[src/rtl/cereg_status_parser_defines.svh]
// Assertion macros shared by the status parser RTL.
`ifndef CEREG_STATUS_PARSER_DEFINES_SVH
`define CEREG_STATUS_PARSER_DEFINES_SVH
`ifndef SYNTHESIS
// Checked only out of reset.
`define CEREG_ASSERT(lbl, prop, msg) \
  lbl: assert property (@(posedge clk) disable iff (!rst_n) prop) else $error(msg);
// Checked at every edge, reset included.
`define CEREG_ASSERT_ALWAYS(lbl, prop, msg) \
  lbl: assert property (@(posedge clk) prop) else $error(msg);
`else
`define CEREG_ASSERT(lbl, prop, msg)
`define CEREG_ASSERT_ALWAYS(lbl, prop, msg)
`endif
`endif

[src/rtl/cereg_pkg.sv]
// Types, constants and helper functions of the status parser.
package cereg_pkg;

  localparam int unsigned PrefixLen = 7;
  localparam int unsigned AddrWidth = 3;
  localparam int unsigned DataWidth = 32;
  localparam int unsigned MaskWidth = 16;

  localparam logic [MaskWidth-1:0] RegMaskReset   = 16'd34;
  localparam logic [MaskWidth-1:0] UnregMaskReset = 16'd29;

  // Register select bit of paddr: register i lies at byte address 4*i.
  localparam logic RegSelRegistered   = 1'b0;
  localparam logic RegSelUnregistered = 1'b1;

  localparam logic [7:0] ChrPlus  = 8'h2B;
  localparam logic [7:0] ChrComma = 8'h2C;
  localparam logic [7:0] ChrSpace = 8'h20;
  localparam logic [7:0] ChrCr    = 8'h0D;
  localparam logic [7:0] ChrLf    = 8'h0A;
  localparam logic [7:0] ChrZero  = 8'h30;
  localparam logic [7:0] ChrNine  = 8'h39;

  typedef enum logic [1:0] {
    CLS_REGISTERED   = 2'd0,
    CLS_UNREGISTERED = 2'd1,
    CLS_OTHER        = 2'd2,
    CLS_MALFORMED    = 2'd3
  } status_class_t;

  typedef enum logic [2:0] {
    PH_HUNT  = 3'd0,
    PH_LEAD  = 3'd1,
    PH_NUM1  = 3'd2,
    PH_GAP   = 3'd3,
    PH_LEAD2 = 3'd4,
    PH_NUM2  = 3'd5,
    PH_DONE  = 3'd6
  } phase_t;

  typedef struct packed {
    logic [7:0] rx_byte;
    logic       restart;
  } in_t;

  typedef struct packed {
    logic [1:0] status_class;
    logic [7:0] status_code;
  } out_t;

  // Characters of the "+CEREG:" prefix.
  function automatic logic [7:0] prefix_char(input logic [2:0] idx);
    logic [7:0] c;
    case (idx)
      3'd0:    c = 8'h2B;
      3'd1:    c = 8'h43;
      3'd2:    c = 8'h45;
      3'd3:    c = 8'h52;
      3'd4:    c = 8'h45;
      3'd5:    c = 8'h47;
      3'd6:    c = 8'h3A;
      default: c = 8'h00;
    endcase
    return c;
  endfunction

  function automatic logic is_digit(input logic [7:0] c);
    return (c >= ChrZero) && (c <= ChrNine);
  endfunction

  // acc * 10 + digit, saturating at 255.
  function automatic logic [7:0] accumulate(input logic [7:0] acc, input logic [7:0] c);
    logic [11:0] sum;
    sum = {1'b0, acc, 3'b000} + {3'b000, acc, 1'b0} + {8'h00, c[3:0]};
    return (sum > 12'd255) ? 8'hFF : sum[7:0];
  endfunction

endpackage

[src/rtl/cereg_status_parser.sv]
// Top level of the +CEREG response parser: byte intake, parser state machine and result register.
//
// The parser takes one response byte per transaction and watches the byte stream
// for the "+CEREG:" prefix. After the prefix it skips spaces, CR and LF, reads a
// decimal number, skips spaces and, if a comma follows, reads a second number
// that becomes the status; otherwise the first number is the status. A number is
// only taken once a non-digit byte ends it, and each number saturates at 255. The
// status is classed through two writable code masks as registered, not
// registered or other (registered wins if a code is in both masks), and a missing
// number gives a malformed result with code zero. At most one result transaction
// follows each input transaction, and after a result the parser ignores bytes
// until a byte arrives with restart set, which clears the parser before that byte
// is looked at. Throughput is one byte per clock cycle while the result register
// is free or being taken: each accepted byte is stored in the input register, the
// state machine then handles it in a single pass and, where it ends a field,
// loads the result register, from which the result is offered. A full result
// register that is not being taken holds the input register, and this is what
// sets the input side's ready. The masks are written through the APB port at
// byte address 0 (registered mask) and 4 (not-registered mask); they reset to
// codes 1 and 5, and to codes 0, 2, 3 and 4 respectively.
module cereg_status_parser (
  input  logic                                clk,
  input  logic                                rst_n,
  input  logic                                in_valid,
  output logic                                in_ready,
  input  cereg_pkg::in_t                      in_data,
  output logic                                out_valid,
  input  logic                                out_ready,
  output cereg_pkg::out_t                     out_data,
  input  logic                                psel,
  input  logic                                penable,
  input  logic                                pwrite,
  input  logic [cereg_pkg::AddrWidth-1:0]     paddr,
  input  logic [cereg_pkg::DataWidth-1:0]     pwdata,
  output logic [cereg_pkg::DataWidth-1:0]     prdata,
  output logic                                pready
);

`include "cereg_status_parser_defines.svh"

  // Configuration registers.
  logic [cereg_pkg::MaskWidth-1:0] reg_mask_r;
  logic [cereg_pkg::MaskWidth-1:0] unreg_mask_r;
  logic                            cfg_wr;

  // Input register.
  logic           stg_valid_r;
  cereg_pkg::in_t stg_data_r;
  logic           stg_fire;

  // Result register.
  logic            out_valid_r;
  cereg_pkg::out_t out_data_r;
  logic            out_valid_nxt;

  // Parser state.
  cereg_pkg::phase_t phase_r, phase_nxt, phase_cur;
  logic [2:0]        pfx_idx_r, pfx_idx_nxt, pfx_idx_cur;
  logic [7:0]        num1_r, num1_nxt, num1_cur;
  logic [7:0]        num2_r, num2_nxt;

  // Result of the current byte.
  logic                     emit;
  logic                     emit_malformed;
  logic [7:0]               emit_code;
  cereg_pkg::status_class_t emit_class;

  logic [7:0] c;
  logic       c_digit;
  logic       c_space;
  logic       c_comma;
  logic       c_blank;

  // ---------------------------------------------------------------------------
  // Configuration port. Writes are taken in the access phase; the low address
  // bits below the register select are not decoded.
  // ---------------------------------------------------------------------------
  assign pready = 1'b1;
  assign cfg_wr = psel && penable && pwrite && pready;

  always_ff @(posedge clk) begin
    if (!rst_n) begin
      reg_mask_r   <= cereg_pkg::RegMaskReset;
      unreg_mask_r <= cereg_pkg::UnregMaskReset;
    end else if (cfg_wr) begin
      if (paddr[2] == cereg_pkg::RegSelRegistered) begin
        reg_mask_r <= pwdata[cereg_pkg::MaskWidth-1:0];
      end else begin
        unreg_mask_r <= pwdata[cereg_pkg::MaskWidth-1:0];
      end
    end
  end

  always_comb begin
    prdata = '0;
    if (paddr[2] == cereg_pkg::RegSelUnregistered) begin
      prdata[cereg_pkg::MaskWidth-1:0] = unreg_mask_r;
    end else begin
      prdata[cereg_pkg::MaskWidth-1:0] = reg_mask_r;
    end
  end

  // ---------------------------------------------------------------------------
  // Handshakes. The input register moves on whenever the result register can
  // take a value, whether or not this byte produces one.
  // ---------------------------------------------------------------------------
  assign stg_fire  = stg_valid_r && (!out_valid_r || out_ready);
  assign in_ready  = !stg_valid_r || stg_fire;
  assign out_valid = out_valid_r;
  assign out_data  = out_data_r;

  always_ff @(posedge clk) begin
    if (!rst_n) begin
      stg_valid_r <= 1'b0;
    end else if (in_ready) begin
      stg_valid_r <= in_valid;
    end
  end

  always_ff @(posedge clk) begin
    if (in_valid && in_ready) begin
      stg_data_r <= in_data;
    end
  end

  // ---------------------------------------------------------------------------
  // Parser. A restart clears the state before the byte is looked at.
  // ---------------------------------------------------------------------------
  assign c           = stg_data_r.rx_byte;
  assign c_digit     = cereg_pkg::is_digit(c);
  assign c_space     = (c == cereg_pkg::ChrSpace);
  assign c_comma     = (c == cereg_pkg::ChrComma);
  assign c_blank     = c_space || (c == cereg_pkg::ChrCr) || (c == cereg_pkg::ChrLf);
  assign phase_cur   = stg_data_r.restart ? cereg_pkg::PH_HUNT : phase_r;
  assign pfx_idx_cur = stg_data_r.restart ? 3'd0 : pfx_idx_r;
  assign num1_cur    = stg_data_r.restart ? 8'd0 : num1_r;

  // Next state.
  always_comb begin
    phase_nxt   = phase_cur;
    pfx_idx_nxt = pfx_idx_cur;
    num1_nxt    = num1_cur;
    num2_nxt    = stg_data_r.restart ? 8'd0 : num2_r;
    case (phase_cur)
      cereg_pkg::PH_HUNT: begin
        if ((32'(pfx_idx_cur) < cereg_pkg::PrefixLen) &&
            (c == cereg_pkg::prefix_char(pfx_idx_cur))) begin
          if (32'(pfx_idx_cur) == cereg_pkg::PrefixLen - 1) begin
            pfx_idx_nxt = 3'd0;
            phase_nxt   = cereg_pkg::PH_LEAD;
          end else begin
            pfx_idx_nxt = pfx_idx_cur + 3'd1;
          end
        end else begin
          // A broken prefix restarts the hunt, a '+' counting as its start.
          pfx_idx_nxt = (c == cereg_pkg::ChrPlus) ? 3'd1 : 3'd0;
        end
      end
      cereg_pkg::PH_LEAD: begin
        if (!c_blank) begin
          if (c_digit) begin
            num1_nxt  = cereg_pkg::accumulate(8'd0, c);
            phase_nxt = cereg_pkg::PH_NUM1;
          end else begin
            phase_nxt = cereg_pkg::PH_DONE;
          end
        end
      end
      cereg_pkg::PH_NUM1: begin
        if (c_digit) begin
          num1_nxt = cereg_pkg::accumulate(num1_cur, c);
        end else if (c_space) begin
          phase_nxt = cereg_pkg::PH_GAP;
        end else if (c_comma) begin
          phase_nxt = cereg_pkg::PH_LEAD2;
        end else begin
          phase_nxt = cereg_pkg::PH_DONE;
        end
      end
      cereg_pkg::PH_GAP: begin
        if (c_comma) begin
          phase_nxt = cereg_pkg::PH_LEAD2;
        end else if (!c_space) begin
          phase_nxt = cereg_pkg::PH_DONE;
        end
      end
      cereg_pkg::PH_LEAD2: begin
        if (c_digit) begin
          num2_nxt  = cereg_pkg::accumulate(8'd0, c);
          phase_nxt = cereg_pkg::PH_NUM2;
        end else if (!c_space) begin
          phase_nxt = cereg_pkg::PH_DONE;
        end
      end
      cereg_pkg::PH_NUM2: begin
        if (c_digit) begin
          num2_nxt = cereg_pkg::accumulate(num2_r, c);
        end else begin
          phase_nxt = cereg_pkg::PH_DONE;
        end
      end
      default: begin
        phase_nxt = cereg_pkg::PH_DONE;
      end
    endcase
  end

  // Outputs: which bytes end a field, and what they report.
  always_comb begin
    emit           = 1'b0;
    emit_malformed = 1'b0;
    emit_code      = num1_cur;
    case (phase_cur)
      cereg_pkg::PH_LEAD: begin
        emit           = !c_blank && !c_digit;
        emit_malformed = 1'b1;
      end
      cereg_pkg::PH_NUM1: begin
        emit = !c_digit && !c_space && !c_comma;
      end
      cereg_pkg::PH_GAP: begin
        emit = !c_space && !c_comma;
      end
      cereg_pkg::PH_LEAD2: begin
        emit           = !c_space && !c_digit;
        emit_malformed = 1'b1;
      end
      cereg_pkg::PH_NUM2: begin
        emit      = !c_digit;
        emit_code = num2_r;
      end
      default: begin
        emit = 1'b0;
      end
    endcase
  end

  // Classification through the masks; registered takes priority.
  always_comb begin
    if (emit_malformed) begin
      emit_class = cereg_pkg::CLS_MALFORMED;
    end else if ((emit_code[7:4] == 4'd0) && reg_mask_r[emit_code[3:0]]) begin
      emit_class = cereg_pkg::CLS_REGISTERED;
    end else if ((emit_code[7:4] == 4'd0) && unreg_mask_r[emit_code[3:0]]) begin
      emit_class = cereg_pkg::CLS_UNREGISTERED;
    end else begin
      emit_class = cereg_pkg::CLS_OTHER;
    end
  end

  always_ff @(posedge clk) begin
    if (!rst_n) begin
      phase_r   <= cereg_pkg::PH_HUNT;
      pfx_idx_r <= 3'd0;
      num1_r    <= 8'd0;
      num2_r    <= 8'd0;
    end else if (stg_fire) begin
      phase_r   <= phase_nxt;
      pfx_idx_r <= pfx_idx_nxt;
      num1_r    <= num1_nxt;
      num2_r    <= num2_nxt;
    end
  end

  // ---------------------------------------------------------------------------
  // Result register.
  // ---------------------------------------------------------------------------
  always_comb begin
    out_valid_nxt = out_valid_r && !out_ready;
    if (stg_fire && emit) begin
      out_valid_nxt = 1'b1;
    end
  end

  always_ff @(posedge clk) begin
    if (!rst_n) begin
      out_valid_r <= 1'b0;
    end else begin
      out_valid_r <= out_valid_nxt;
    end
  end

  always_ff @(posedge clk) begin
    if (stg_fire && emit) begin
      out_data_r.status_class <= emit_class;
      out_data_r.status_code  <= emit_malformed ? 8'd0 : emit_code;
    end
  end

  // ---------------------------------------------------------------------------
  // Assertions.
  // ---------------------------------------------------------------------------
  `CEREG_ASSERT_ALWAYS(a_reset_empty, !rst_n |=> !out_valid_r && !stg_valid_r, "reset left data valid")
  `CEREG_ASSERT(a_emit_done, stg_fire && emit |=> out_valid_r && (phase_r == cereg_pkg::PH_DONE), "result did not end the field")
  `CEREG_ASSERT(a_malformed_zero, out_valid_r && (out_data_r.status_class == cereg_pkg::CLS_MALFORMED) |-> out_data_r.status_code == 8'd0, "malformed result carries a code")
  `CEREG_ASSERT(a_class_small, out_valid_r && ((out_data_r.status_class == cereg_pkg::CLS_REGISTERED) || (out_data_r.status_class == cereg_pkg::CLS_UNREGISTERED)) |-> out_data_r.status_code < 8'd16, "masked class for a code above 15")
  `CEREG_ASSERT(a_done_silent, stg_fire && !stg_data_r.restart && (phase_r == cereg_pkg::PH_DONE) |-> !emit, "result after the field was done")

endmodule
[config.mk]
export PLATFORM = sky130hd
export DESIGN_NAME = cereg_status_parser
export DESIGN_NICKNAME = d
export VERILOG_FILES = /design/src/rtl/cereg_pkg.sv /design/src/rtl/cereg_status_parser.sv
export VERILOG_INCLUDE_DIRS = /design/src /design/src/rtl
export SDC_FILE = /design/constraint.sdc
export NUM_CORES = 1
export LEC_CHECK = 0
export ABC_CLOCK_PERIOD_IN_PS = 4200
export BUFFER_PORTS_ARGS = -buffer_cell sky130_fd_sc_hd__clkbuf_2
export CAP_MARGIN = 25
export CORE_MARGIN = 3
export CORE_UTILIZATION = 45
export DETAILED_ROUTE_END_ITERATION = 16
export GPL_ROUTABILITY_DRIVEN = 0
export HOLD_SLACK_MARGIN = 0.08
export PLACE_DENSITY = 0.67
export REMOVE_ABC_BUFFERS = 1
export SYNTH_ARGS = -nofsm -noshare
export SYNTH_HDL_FRONTEND = slang
export SYNTH_SLANG_ARGS = --single-unit
[constraint.sdc]
create_clock -name clk -period 4.2 [get_ports clk]
set_input_delay 0.84 -clock clk [delete_from_list [all_inputs] [get_ports clk]]
set_output_delay 0.84 -clock clk [all_outputs]
set_load 0.02 [all_outputs]
== After elaboration in Yosys (flattened, before gate mapping) ==
Index checks and enable logic that the tools add are counted.

* Add/sub/neg operators: 5
* Magnitude comparators: 7
* Equal/unequal tests: 17
* Mux-type cells: 43
* Bitwise gates (word level): 1
* Reduce and logical (&&, ||, !) cells: 32

{| class="wikitable"
|+ Operators with widths
! kind !! number
|-
| $mux 8 || 12
|-
| $mux 3 || 15
|-
| $pmux 7 s6 || 1
|-
| $pmux 8 s2 || 2
|-
| $add 11x9->12 || 2
|-
| $add 12x4->12 || 2
|-
| $eq 8x6->1 const B || 3
|-
| $gt 12x8->1 const B || 2
|-
| $pmux 3 s6 || 1
|-
| $eq 8x4->1 const B || 2
|-
| $mux 16 || 1
|-
| $eq 3x3->1 const B || 5
|-
| $logic_and 1x1->1 || 14
|-
| $eq 3x2->1 const B || 4
|-
| $bmux 1 s4 || 2
|-
| $eq 8x8->1 || 1
|-
| $ge 8x6->1 const B || 1
|-
| $gt 4x8->1 const B || 1
|-
| $le 8x6->1 const B || 1
|-
| $logic_not 1->1 || 7
|-
| $eq 3x1->1 const B || 2
|-
| $logic_not 3->1 || 2
|-
| $mux 2 || 3
|-
| $lt 4x5->1 const B || 1
|-
| 9 further kinds || 18
|}

* Flip-flop bits (word level): 75
* Bits of input ports: 51
* Output and inout bits: 45
* Logic and storage cells: 117

== Longest topological paths before layout ==
* Depth after elaboration: 9
* Depth in mapped cells: 15
* Mapped depth without buffers: 12

== Worst setup path after synthesis ==
No wires, ideal clock.

* Path type: flip-flop to flip-flop
* Start: register stg_data_r[0] (netlist bit)
* End: register num1_r[4]
* Arrival: 3532 ps
* Required time: 4105 ps
* Setup slack: 572 ps
* Cell stages (with the launch flop): 15
* Buffers on the path: 4
* Path through: edfxtp_1 > buf_2 > buf_1 > clkbuf_1 > buf_1 > nor2_1 > ha_1 > ha_1 > fa_1 > a21o_1 > a21oi_1 > nor4_1 > o21ai_0 > nor3_1 > a221oi_1

* Longest elaborated chain between the ends: 7

{| class="wikitable"
|+ Ends and longest elaborated chain
! item !! RTL line !! RTL
|-
| start: declaration || cereg_status_parser.sv:48 || <nowiki>cereg_pkg::in_t stg_data_r;</nowiki>
|-
| start signal: assignment || cereg_status_parser.sv:122 || <nowiki>stg_data_r <= in_data;</nowiki>
|-
| $mux 8 || cereg_status_parser.sv:136 || <nowiki>assign num1_cur = stg_data_r.restart ? 8'd0 : num1_r;</nowiki>
|-
| $add 11x9->12 || cereg_pkg.sv:74 || <nowiki>sum = {1'b0, acc, 3'b000} + {3'b000, acc, 1'b0} + {8'h00, c[3:0]};</nowiki>
|-
| $add 12x4->12 || cereg_pkg.sv:74 ||
|-
| $gt 12x8->1 || cereg_pkg.sv:75 || <nowiki>return (sum > 12'd255) ? 8'hFF : sum[7:0];</nowiki>
|-
| $mux 8 || cereg_pkg.sv:75 ||
|-
| $mux 8 || cereg_status_parser.sv:170 || <nowiki>if (c_digit) begin</nowiki>
|-
| $pmux 8 s2 * || cereg_status_parser.sv:144 || <nowiki>case (phase_cur)</nowiki>
|-
| end signal: assignment || cereg_status_parser.sv:260 || <nowiki>num1_r <= num1_nxt;</nowiki>
|-
| end: declaration || cereg_status_parser.sv:59 || <nowiki>logic [7:0] num1_r, num1_nxt, num1_cur;</nowiki>
|}

Every way passes the cells marked *; elsewhere a longest branch is shown, timed or not.
A chain may end at the register's enable or synchronous reset.

== Worst setup path after layout ==
* Start: register stg_data_r[0] (netlist bit)
* End: register num1_r[5]

Same word-level chain as after synthesis.

==> results by group <==
Global routing
  • Global route total overflow: 0
  • Pin count of the biggest net entering global routing: 31
  • Initial antenna violation count: 0
  • Vias in the first global route: 4534
  • Tot GR Track Use: 20.8%
  • First-pass GRT wire length: 21800 µm

Worst setup path
  • Crit path DAT: 3.76 ns
  • Critical path type: reg2reg
  • CP required: 4.42 ns
  • Worst setup SP type: register
  • Worst Path Max Fanout: 30
  • Crit path capture type: register

Routing
  • Detailed Route Iter0 Violations: 285
  • DRT Pass-1 Iters: 5
  • Detailed-route via count: 4593
  • DRC errors left: 0
  • Routed WL per cell: 16.3 µm
  • Final WL: 13100 µm
  • Routed Antenna Nets: 0
  • Vias/cell: 5.73

Final layout
  • Nets: 741
  • Most frequent cells in the layout: 86 x nand2_1, 61 x a21oi_1, 60 x clkbuf_2
  • Share of cells above drive strength 1: 17.1%
  • Area Overhead vs Synth: 12.3%
  • Ant diodes: 0
  • Most common library cell in the layout ignoring fill and taps: nand2_1

Clock tree
  • Total clock sinks: 75
  • Clock buffer depth: 2
  • Root Driver: clkbuf_16
  • Clock transition at the registers of the reported paths: 0.07 ns
  • TritonCTS buffer count: 9
  • Setup Buffers After CTS: 0
  • Post-cts resize count: 0
  • Clk_lat worst skew: 0.34 ns
  • CTS H-tree lvls: 3
  • TritonCTS clock tree: done
  • Hold buffer count at cts: 0

Yosys
  • Netlist Area Pre-Place: 5120 µm²
  • Synthesized flop and latch total: 75
  • Post-synth ARST share: 0%
  • Post-synthesis cell count: 612
  • Synth Flop Type: dfxtp_1
  • Netlist cell types: 77
  • Avg Cell Area, Syn: 8.37 µm²
  • Seq/Total Area, Yosys: 33.0%
  • Ys Warns: 0
  • EDFF count, synth: 19

Die
  • Placeable Area: 11000 µm²
  • Initial Util: 46.6%
  • I/O pin total: 96
  • Die H: 113 µm
  • Core Rows: 38
  • Die Span X: 113 µm
  • Die Area: 12700 µm²

STA
  • Setup_tns: 0 ns
  • Fmax: 282 MHz
  • Rel. slew slack: 45.4%
  • Final slew viol count: 0
  • Setup violators final: 0
  • Post-layout min period: 3.54 ns
  • Slew @ Worst Pin: 0.813 ns
  • Final worst-path cycle share: 84.4%
  • Final Skew: 0.0153 ns
  • Worst hold margin: 0.473 ns
  • Final-report hold violation count: 0
  • RSZ-0062 raised after global routing: no

Placed design
  • Placed wire-length estimate: 9420 µm
  • Port buffer count: 60

Run
  • Max Cap Violations: 0

Hold path
  • Hold crit path type: reg2reg

Pwr
  • P per Cell Area: 309 nW/µm²
  • Cell leakage power: 2.32 nW
  • VDD IR max: 0.200 mV

Status
  • Status: complete, no violations
==> logic make-up after synthesis <==
kind of cell    after synthesis  synth area share (%)
mux                          28                  6.11
compound gates              165                  20.4
buf+inv                      60                  6.06
simple gates                234                  23.1
flops                        75                  33.0
xor+xnor                     14                  2.39
fa+ha+maj                    34                  8.74
other cells                   2                 0.147
==> cells in the mapped netlist, types with 4 or more instances <==
master | n | area share [%]
o22ai_1 | 8 | 0.98
o21ai_0 | 32 | 3.1
a31oi_1 | 4 | 0.49
xnor2_1 | 10 | 1.7
buf_4 | 19 | 2.8
mux2i_1 | 11 | 2.1
nor4_1 | 4 | 0.49
nand2_1 | 86 | 6.3
buf_2 | 5 | 0.49
mux2_2 | 16 | 3.5
nor3_1 | 19 | 1.9
nor2_1 | 43 | 3.2
nand3_1 | 16 | 1.6
a21o_1 | 6 | 0.88
nand3b_1 | 5 | 0.73
a21oi_1 | 61 | 6.0
edfxtp_1 | 19 | 11
nand2b_1 | 10 | 1.2
o211ai_1 | 4 | 0.59
clkbuf_1 | 19 | 1.4
inv_1 | 8 | 0.59
a22oi_1 | 9 | 1.3
nor2b_1 | 17 | 2.1
and2_1 | 7 | 0.85
xor2_1 | 4 | 0.68
buf_1 | 6 | 0.44
dfxtp_1 | 56 | 22
a211o_1 | 5 | 0.85
ha_1 | 31 | 7.6
==> power breakdown <==
part           total, mW  internal (mW)  switching (mW)  leakage (nW)
sequential         0.788          0.759          0.0293         0.621
clock              0.796          0.475           0.321         0.154
combinational      0.195         0.0715           0.124          1.55
==> per-stage QoR <==
step	total power [mW]	utilization, %	setup slack [ns]	instances	instance area (µm²)
floorplan	0.921	-	0.828	577	4910
global placement	0.991	49.5	0.832	784	5430
detailed placement	0.997	49.6	0.771	785	5450
CTS	1.78	52.4	0.736	801	5750
global route	1.84	52.4	0.401	801	5750
finish	1.78	52.4	0.657	801	5750
==> critical path: stages (launching register included) <==
cell and delay [ns]:
edfxtp_1 0.35, buf_4 0.18, buf_4 0.33, nor2b_1 0.11, and2_1 0.17, ha_1 0.21
fa_1 0.42, a21o_1 0.19, a21oi_1 0.25, nor4_1 0.09, o21ai_0 0.59, nor3_1 0.19
a221oi_1 0.33
==> sequential cells by signal, summed over array words and instances (netlist names) <==
| register | count |
|---|---|
| stg_data_r | 1 |
| stg_valid_r | 1 |
| num2_r | 8 |
| out_valid | 1 |
| phase_r | 3 |
| out_data | 10 |
| reg_mask_r | 16 |
| unreg_mask_r | 16 |
| num1_r | 8 |
| pfx_idx_r | 3 |
| c | 8 |
==> layout make-up <==
| type | instances | area (µm²) |
|---|---|---|
| Clock buffer | 12 | 279 |
| Clock inverter | 4 | 28.8 |
| Fill cell | 1021 | 5230 |
| Inverter | 10 | 37.5 |
| Multi-Input combinational cell | 492 | 3180 |
| Sequential cell | 75 | 1690 |
| Tap cell | 140 | 175 |
| Timing Repair Buffer | 68 | 364 |
==> metal layers <==
metal	wire length (µm)	GRT usage, %	vias to the layer above
met5	0	0	-
met4	187	6.89	0
met3	570	2.83	15
met2	6180	34.1	121
met1	6130	28.4	2177
li1	-	-	2280
==> path summary, 6_finish.rpt <==
| kind | cells after the start | from | slack (ns) | end |
|---|---|---|---|---|
| hold reg to reg | 2 | unreg_mask_r[12] | 0.47 | unreg_mask_r[12] |
| setup / recovery | 12 | stg_data_r[0] | 0.66 | num1_r[5] |
| hold / removal | 2 | unreg_mask_r[12] | 0.47 | unreg_mask_r[12] |
| setup reg to reg | 12 | stg_data_r[0] | 0.66 | num1_r[5] |
Note: power is estimated with default switching activity, not from simulation.
